## config.mk

```make
export PLATFORM = sky130hd
export DESIGN_NAME = dadt_match_unit
export DESIGN_NICKNAME = d
export VERILOG_FILES = /design/src/rtl/dadt_pkg.sv /design/src/rtl/dadt_match_unit.sv
export SDC_FILE = /design/constraint.sdc
export NUM_CORES = 1
export LEC_CHECK = 0
export ABC_CLOCK_PERIOD_IN_PS = 18000
export BUFFER_PORTS_ARGS = -buffer_cell sky130_fd_sc_hd__buf_2
export CAP_MARGIN = 15
export CORE_UTILIZATION = 40
export DETAILED_ROUTE_END_ITERATION = 8
export SYNTH_ARGS = -nofsm -noshare
export SYNTH_HDL_FRONTEND = slang
export SYNTH_SLANG_ARGS = --single-unit
```

## constraint.sdc

```tcl
create_clock -name vclk -period 18
set_input_delay 1.8 -clock vclk [all_inputs]
set_output_delay 1.8 -clock vclk [all_outputs]
set_load 0.1 [all_outputs]
```

## src/rtl/dadt_pkg.sv

```systemverilog
// Package for the detection argmax / dedup table block.
// Field widths, opcodes and the 30 percent box tolerance ratio.
// No dependencies.
package dadt_pkg;

   localparam int FIELD_W    = 16;   // coordinate port width
   localparam int SCORE_W    = 16;
   localparam int CLASS_W    = 8;
   localparam int NUM_COORDS = 4;

   // box tolerance: 10*|new-kept| <= 3*kept
   localparam int TOL_NUM = 3;
   localparam int TOL_DEN = 10;

   localparam logic [SCORE_W-1:0] THRESH_RESET = 16'd16384;

   localparam logic OP_SCORE = 1'b0;
   localparam logic OP_DRAIN = 1'b1;

endpackage

```

## src/rtl/dadt_match_unit.sv

```systemverilog
// Match unit shared by every step of the table walk: same class and all four
// coordinates within tolerance, plus the score compare. Uses dadt_pkg.
module dadt_match_unit import dadt_pkg::*; #(
   parameter int COORD_BITS = 16
) (
   input  logic [NUM_COORDS*COORD_BITS-1:0] new_box,
   input  logic [NUM_COORDS*COORD_BITS-1:0] kept_box,
   input  logic [CLASS_W-1:0]               new_class,
   input  logic [CLASS_W-1:0]               kept_class,
   input  logic [SCORE_W-1:0]               new_score,
   input  logic [SCORE_W-1:0]               kept_score,
   output logic                             match,
   output logic                             higher
);

   localparam int LW = COORD_BITS + 4;   // holds 10 * coordinate

   logic [NUM_COORDS-1:0] close;

   for (genvar k = 0; k < NUM_COORDS; k++) begin : g_coord
      logic [COORD_BITS-1:0] n_c;
      logic [COORD_BITS-1:0] o_c;
      logic [COORD_BITS-1:0] diff;
      logic [LW-1:0]         lhs;
      logic [LW-1:0]         rhs;

      assign n_c  = new_box[k*COORD_BITS +: COORD_BITS];
      assign o_c  = kept_box[k*COORD_BITS +: COORD_BITS];
      assign diff = (n_c > o_c) ? (n_c - o_c) : (o_c - n_c);
      assign lhs  = LW'(TOL_DEN) * LW'(diff);
      assign rhs  = LW'(TOL_NUM) * LW'(o_c);
      assign close[k] = (lhs <= rhs);
   end

   assign match  = (new_class == kept_class) && (&close);
   assign higher = (new_score > kept_score);

endmodule
```

==> results.md, run 1 <==
Route:
- The iteration count of the initial detailed-routing pass is 5.
- For this run, design rule violations remaining after detail routing come to 0.
- Across all layers, the routed design uses 13.6k vias.
- The final wirelength is 36.8 mm.
- The routed length per instance is 14.9 um.
- After the first detailed-routing iteration, the DRC count stood at 545.
- The number of nets still failing antenna checks after routing is 0.
- The number of vias per cell is 5.49.

STA:
- Static timing analysis puts the maximum clock frequency at 0.0841 GHz.
- The max-slew headroom at the worst pin is 30.8%.
- The post-route worst setup slack is 6110 ps.
- The minimum clock period after layout is 11,890 ps.
- Setup repair after global routing left no endpoint under its margin.
- The worst hold margin is 4370 ps.
- In the finished design, the share of the clock period the worst path needs comes to 66.1%.
- The max-slew violation total from the final report is 0.
- The final-report setup violation count is 0.
- At the pin with the least slew margin, the transition time is 1040 ps.
- For the final routed database, the setup TNS stands at 0 ps.
- The total count of hold-check failures in the final report came to 0.

Floorplanning:
- The number of standard-cell rows in the floorplan is 67.
- During I/O placement, the number of pins put on the boundary was 178.
- Measured along the x axis, the die boundary spans 188 um.
- The floorplan step set the die height to 188 um.
- For this configuration, the core starts out at a cell density of 40.9%.
- The area inside the core boundary is 33,800 um2.
- The die covers 35,300 um2.

Synth:
- The synthesized netlist occupies a cell area of 13,800 um2.
- The number of different library cells used by synthesis comes to 79.
- Averaged over all synthesized cells, the footprint is 7.36 um2.
- The number of nets handed over by synthesis was 2,452.
- Sequential elements use 0% of the synthesized area.
- The count of warnings emitted by yosys is 0.
- The cell count after synthesis is 1,880.

Placement:
- Detailed placement ended at an HPWL of 32.8 mm.
- Routability-driven placement finished with a final weighted congestion of 0.919.
- The pre-CTS setup slack is 5950 ps.
- Port buffering added 178 buffers.

Critical path:
- The critical path class is in -> out.
- The slowest cell on the critical path is sky130_fd_sc_hd__o21ai_2.
- On the worst path, the slowest cell contributes a delay of 830 ps.
- Data on the critical path is required at its endpoint by 16,200 ps.
- The category of the worst setup path capture point is a primary output.
- The worst setup path is launched from an input pin.
- Of all nets on the critical path, the largest fanout is 20.
- The arrival time of data at the critical path endpoint is 10,090 ps.
- The cell repeated most along the worst path is sky130_fd_sc_hd__ha_1.
- The launching instance or port of the critical path is new_box[48].

Clock tree:
- The number of setup buffers added after CTS is 0.
- The count of cells resized by post-cts repair is 0.
- The count of hold buffers inserted by post-cts repair is 0.

Global route:
- The layer flagged by global routing as most heavily used is met2.
- Global routing used 20.2% of the available tracks across all layers.
- The remaining global-route overflow is 0.
- The global routing usage on met2 is 35.3%.
- The number of antenna violations at the first check in global routing is 0.
- The pin count of the biggest net entering global routing is 22.
- The first global-routing pass estimated 60.8 mm of wire.
- Global routing used 0.767% of the available met3 tracks.
- The met1 layer usage reported by global route is 28.0%.
- The number of global-route vias before repair is 13.0k.

Cells and area:
- The number of antenna diodes in the final layout is 0.
- The share of layout cells above drive strength 1 is 10.9%.
- From synthesis to final layout, the design area changed by 9.17%.
- Registers take 0 um2.
- Clock buffers in the final layout number 0.
- The filler cell count is 3,474.
- After the last flow step, the layout net total stands at 2,594.
- Cells fill 44.7% of the core in the end.
- The sequential cell count is 0.

Pwr:
- For this design the ratio of total power to cell area is 100 nW/um2.
- IR analysis of the VDD net gives a maximum drop of 0.0379 mV.
- The total power after layout is 1520 uW.
- In this run the static leakage power is 0.00791 uW.

Flow run:
- The max-cap check violation count is 0.

Run status:
- The run finished with clean final reports.

Worst hold path:
- The worst hold path begins at kept_score[7].
- The tightest min-delay check is of the in -> out type.
power breakdown:
| group | leakage (uW) | switching [uW] | internal (uW) | total [uW] |
|---|---|---|---|---|
| Sequential | 0 | 0 | 0 | 0 |
| Clock | 0 | 0 | 0 | 0 |
| Combinational | 0.00791 | 838 | 678 | 1520 |
| Total | 0.00791 | 838 | 678 | 1520 |
worst paths after layout:
| path | slack (ps) | cells past startpoint | to |
|---|---|---|---|
| worst max-delay path | 6110 | 35 | match |
| worst min-delay path | 4370 | 6 | higher |
cell type report:
class                           count  area, um2  share of cell area (%)
Inverter                          224        841                    5.57
Timing Repair Buffer              180        906                    6.00
Multi-Input combinational cell   1616      12800                    84.7
Tap cell                          448        561                    3.71
critical path: cells and delay by family:
| family | cells | cell delay (ps) |
|---|---|---|
| AND/OR/NAND/NOR | 7 | 1200 |
| buffers and inverters | 4 | 740 |
| multiplexers | 1 | 360 |
| AO/OA/AOI/OAI | 16 | 4410 |
| adder cells (fa/ha/maj) | 5 | 1290 |
| XOR/XNOR | 2 | 300 |
cells by family after synthesis:
logic type      after synthesis  synth area share (%)
fa+ha+maj                   396                  36.7
mux                          47                  3.48
buf+inv                     264                  7.51
simple gates                462                  16.3
compound gates              560                  26.4
xor+xnor                    151                  9.56
synth_stat cells, types with 8 or more instances:
master                        n  area, um2
sky130_fd_sc_hd__a2111oi_0    8       70.1
sky130_fd_sc_hd__a211oi_1    16        120
sky130_fd_sc_hd__a21o_1      76        571
sky130_fd_sc_hd__a21oi_1    190        951
sky130_fd_sc_hd__a221oi_1     8       70.1
sky130_fd_sc_hd__a31oi_1     16        100
sky130_fd_sc_hd__and3_1      14       87.6
sky130_fd_sc_hd__buf_2       11       55.1
sky130_fd_sc_hd__clkbuf_1    21       78.8
sky130_fd_sc_hd__fa_1        16        320
sky130_fd_sc_hd__ha_1       380       4750
sky130_fd_sc_hd__inv_1      223        837
sky130_fd_sc_hd__mux2_2       8       90.1
sky130_fd_sc_hd__mux2i_1     38        380
sky130_fd_sc_hd__nand2_1     95        357
sky130_fd_sc_hd__nand2b_1    17        106
sky130_fd_sc_hd__nand3_1     41        205
sky130_fd_sc_hd__nand4_1     43        269
sky130_fd_sc_hd__nor2_1     140        526
sky130_fd_sc_hd__nor2b_1     34        213
sky130_fd_sc_hd__nor3_1      34        170
sky130_fd_sc_hd__o211ai_1     9       67.6
sky130_fd_sc_hd__o21a_1      29        218
sky130_fd_sc_hd__o21ai_0     81        405
sky130_fd_sc_hd__o21ai_1      8       40.0
sky130_fd_sc_hd__o21bai_1    33        248
sky130_fd_sc_hd__xnor2_1    104        911
sky130_fd_sc_hd__xor2_1      47        412
stage by stage:
stage	std cells	cell area (um2)
floorplan	1880	13800
global placement	2468	15100
detailed placement	2468	15100
CTS	2468	15100
global route	2468	15100
finish	2468	15100
per-layer routing:
| layer | share of wire [%] | wire (um) |
|---|---|---|
| met1 | 49 | 18200 |
| met2 | 46 | 16900 |
| met3 | 3.4 | 1240 |
| met4 | 1.4 | 513 |
| met5 | 0 | 0 |
cells in the final DEF, fill, tap and decap left out, types with 5 or more instances in the layout:
master,Yosys,layout
sky130_fd_sc_hd__a31oi_1,16,16
sky130_fd_sc_hd__a221oi_1,8,8
sky130_fd_sc_hd__nand2b_1,17,17
sky130_fd_sc_hd__a211o_1,6,6
sky130_fd_sc_hd__o21ai_0,81,81
sky130_fd_sc_hd__nor4_1,6,6
sky130_fd_sc_hd__o31a_1,7,7
sky130_fd_sc_hd__xnor2_1,104,104
sky130_fd_sc_hd__nand4_1,43,43
sky130_fd_sc_hd__a311oi_1,6,6
sky130_fd_sc_hd__o22ai_1,7,7
sky130_fd_sc_hd__buf_2,11,178
sky130_fd_sc_hd__a211oi_1,16,16
sky130_fd_sc_hd__mux2i_1,38,38
sky130_fd_sc_hd__o21ai_1,8,8
sky130_fd_sc_hd__nor2_1,140,140
sky130_fd_sc_hd__nor3b_1,5,5
sky130_fd_sc_hd__nand2_1,95,95
sky130_fd_sc_hd__o211ai_1,9,9
sky130_fd_sc_hd__nor2b_1,34,34
sky130_fd_sc_hd__a2111oi_0,8,8
sky130_fd_sc_hd__inv_1,223,223
sky130_fd_sc_hd__a21o_1,76,76
sky130_fd_sc_hd__a41oi_1,7,7
sky130_fd_sc_hd__ha_1,380,380
sky130_fd_sc_hd__o2111ai_1,5,5
sky130_fd_sc_hd__o21a_1,29,29
sky130_fd_sc_hd__or3_1,7,7
sky130_fd_sc_hd__o41ai_1,5,5
sky130_fd_sc_hd__nand3_1,41,41
sky130_fd_sc_hd__a21oi_1,190,190
sky130_fd_sc_hd__xor2_1,47,47
sky130_fd_sc_hd__mux2_2,8,8
sky130_fd_sc_hd__fa_1,16,16
sky130_fd_sc_hd__nor3_1,34,34
sky130_fd_sc_hd__and3_1,14,14
sky130_fd_sc_hd__o21bai_1,33,33
Note: power is estimated with default switching activity, not from simulation.
==> run 2: changes to the inputs <==
--- a/config.mk
+++ b/config.mk
@@ -5,7 +5,7 @@
 export SDC_FILE = /design/constraint.sdc
 export NUM_CORES = 1
 export LEC_CHECK = 0
-export ABC_CLOCK_PERIOD_IN_PS = 18000
+export ABC_CLOCK_PERIOD_IN_PS = 11300
 export BUFFER_PORTS_ARGS = -buffer_cell sky130_fd_sc_hd__buf_2
 export CAP_MARGIN = 15
 export CORE_UTILIZATION = 40
==> constraint.sdc (replaced) <==
create_clock -name vclk -period 11.3
set_input_delay 1.13 -clock vclk [all_inputs]
set_output_delay 1.13 -clock vclk [all_outputs]
set_load 0.1 [all_outputs]
==> run 2 against run 1 <==
  * Count of clock-buffer cells in the layout unchanged
  * Final area about the same
  * Critical path depth up 2
  * Via count about the same
  * Non-clock buffer count up 1
  * Worst hold slack worse by 1300 ps
  * Utilization about the same
  * Sequential share of layout area unchanged
  * Highest routed layer unchanged
==> results.md, run 2 (synthesized netlist as in run 1, its figures left out) <==
Run status:
- Status: finished clean (unchanged).

Critical path:
- The buffer and inverter count on the worst path was 5 (was 4).
- The highest fanout seen on the critical path is 20 (unchanged).
- The critical path class is in -> out (unchanged).
- The category of the worst setup path capture point is a primary output (unchanged).
- The critical path depth was 37 (was 35).
- The delay of the slowest critical-path stage came to 630 ps (was 830 ps).
- The arrival time of data at the critical path endpoint came to 9250 ps (was 10,090 ps).
- The launching element type of the critical path is an input pin (unchanged).
- The slowest cell on the critical path is sky130_fd_sc_hd__o41ai_1 (was sky130_fd_sc_hd__o21ai_2).
- The cell repeated most along the worst path is sky130_fd_sc_hd__ha_1 (unchanged).
- The data required time of the worst path is 10,170 ps (was 16,200 ps).
- The kind of cell adding the most delay to the critical path is compound AO/OA/AOI/OAI gates (unchanged).

Cells and area:
- The share of layout cells above drive strength 1 came to 10.9% (about the same).
- The final cell count without fillers came to 2,469 (was 2,468).
- The count of clock-net buffers in the final layout is 0 (unchanged).
- The sequential cell count is 0 (unchanged).
- Most used cells in the layout excluding fill and tap cells: 380 x sky130_fd_sc_hd__ha_1, 223 x sky130_fd_sc_hd__inv_1, 190 x sky130_fd_sc_hd__a21oi_1 (unchanged).
- The synthesis-to-finish area growth is 9.23% (was 9.17%).
- The combined flip-flop and latch cell area is 0 um2 (unchanged).
- The most frequent standard cell in the layout excluding fill and tap cells is sky130_fd_sc_hd__ha_1 (unchanged).
- The number of nets in the layout came to 2,595 (was 2,594).
- The total inserted antenna cells came to 0 (unchanged).

Worst hold path:
- The number of stages on the worst hold path is 6 (unchanged).
- The path type of the worst min-delay path is in -> out (unchanged).

Floorplanning:
- The area enclosed by the die boundary is 35,300 um2 (unchanged).
- The horizontal extent of the die is 188 um (unchanged).
- The area inside the core boundary came to 33,800 um2 (unchanged).
- The total I/O pin count was 178 (unchanged).
- The height of the die came to 188 um (unchanged).
- The effective utilization at floorplan is 40.9% (unchanged).
- The number of standard-cell rows in the floorplan is 67 (unchanged).

Pwr:
- The total power per unit cell area came to 160 nW/um2 (was 100 nW/um2).
- The combinational group share of total power is 100.0% (about the same).
- The worst-case vdd ir drop is 0.0656 mV (was 0.0379 mV).
- The internal power summed over all cells was 1080 uW (was 678 uW).
- The static power due to leakage is 0.00792 uW (was 0.00791 uW).
- The total power after layout came to 2420 uW (was 1520 uW).
- The sequential fraction of design power is 0% (about the same).
- The switching power summed over all nets is 1340 uW (was 838 uW).
- The switching power as a share of total power is 55.4% (was 55.3%).
- The share of power burned in the clock network was 0% (about the same).

Route:
- The iteration count of the initial detailed-routing pass is 5 (unchanged).
- The final wirelength was 36.6 mm (was 36.8 mm).
- The via count of the routed design came to 13.6k (about the same).
- The routed length per instance was 14.8 um (was 14.9 um).
- The count of unresolved DRC violations after routing was 0 (unchanged).
- The number of vias per cell was 5.49 (about the same).
- The violation count after the first detailed-routing iteration is 599 (was 545).
- The number of nets still failing antenna checks after routing is 0 (unchanged).

Placement:
- The weighted congestion at the end of routability-driven global placement is 0.962 (was 0.919).
- The HPWL reported at the end of detailed placement is 32.4 mm (was 32.8 mm).
- The pre-CTS setup slack came to 742 ps (was 5950 ps).
- The count of buffers inserted at the top-level ports is 178 (unchanged).
- The total placed cells including tap cells is 2,469 (was 2,468).

STA:
- The post-route worst setup slack is 918 ps (was 6110 ps).
- The accumulated negative setup slack is 0 ps (unchanged).
- Setup repair after global routing missed its margin: false (unchanged).
- The max-slew headroom at the worst pin came to 50.3% (was 30.8%).
- The max-slew violation total from the final report is 0 (unchanged).
- In the finished design, the share of the clock period the worst path needs comes to 91.9%.
- The final-report setup violation count is 0 (unchanged).
- The transition time at the pin with the least slew margin was 736 ps (was 1040 ps).
- The worst hold margin is 3030 ps (was 4370 ps).
- The minimum clock period after layout is 10,380 ps.
- The total count of hold-check failures in the final report was 0 (unchanged).
- Based on the critical path, the design can be clocked at up to 0.0963 GHz.

Clock tree:
- The count of hold buffers inserted by post-cts repair was 0 (unchanged).
- The buffer count from post-CTS setup fixing is 0 (unchanged).
- The count of cells resized by post-cts repair is 0 (unchanged).

Global route:
- The pin count of the biggest net entering global routing is 22 (unchanged).
- The global-route wire length before repair came to 60.7 mm (was 60.8 mm).
- The number of antenna violations at the first check in global routing is 1 (was 0).
- The global-route usage over all layers is 20.2% (about the same).
- The remaining global-route overflow came to 0 (unchanged).
- The number of global-route vias before repair is 13.1k (was 13.0k).

Flow run:
- The max-cap check violation count is 0 (unchanged).
run 2: cell types whose count changed in the layout (fill, tap and decap cells not counted):
cell / delta
sky130_fd_sc_hd__buf_4: +1
run 2: metrics by stage:
step,util [%],cell area (um2)
global route,44.7,15100
detailed placement,44.7,15100
finish,44.7,15100
floorplan,-,13800
CTS,44.7,15100
global placement,44.7,15100
run 2: metal layers:
metal | vias up | GRT usage (%) | wire length (um)
met5 | - | 0 | 0
met1 | 6204 | 27.9 | 18200
li1 | 7060 | - | -
met2 | 264 | 35.2 | 16700
met4 | 0 | 2.85 | 514
met3 | 28 | 0.730 | 1190
run 2: power groups by stage:
stage	Sequential [uW]	Clock, uW	Combinational, uW
finish	0	0	2420
detailed placement	0	0	2410
floorplan	0	0	1880
CTS	0	0	2430
global placement	0	0	2360
global route	0	0	2780
run 2: layout make-up:
class / instances / area [um2]
Timing Repair Buffer: 181 / 913
Tap cell: 448 / 561
Fill cell: 3494 / 18700
Inverter: 224 / 841
Multi-Input combinational cell: 1616 / 12800
run 2: path summary, 6_finish.rpt:
path / endpoint / from / slack, ps
setup / recovery: match / new_box[48] / 920
hold / removal: higher / new_score[4] / 3030
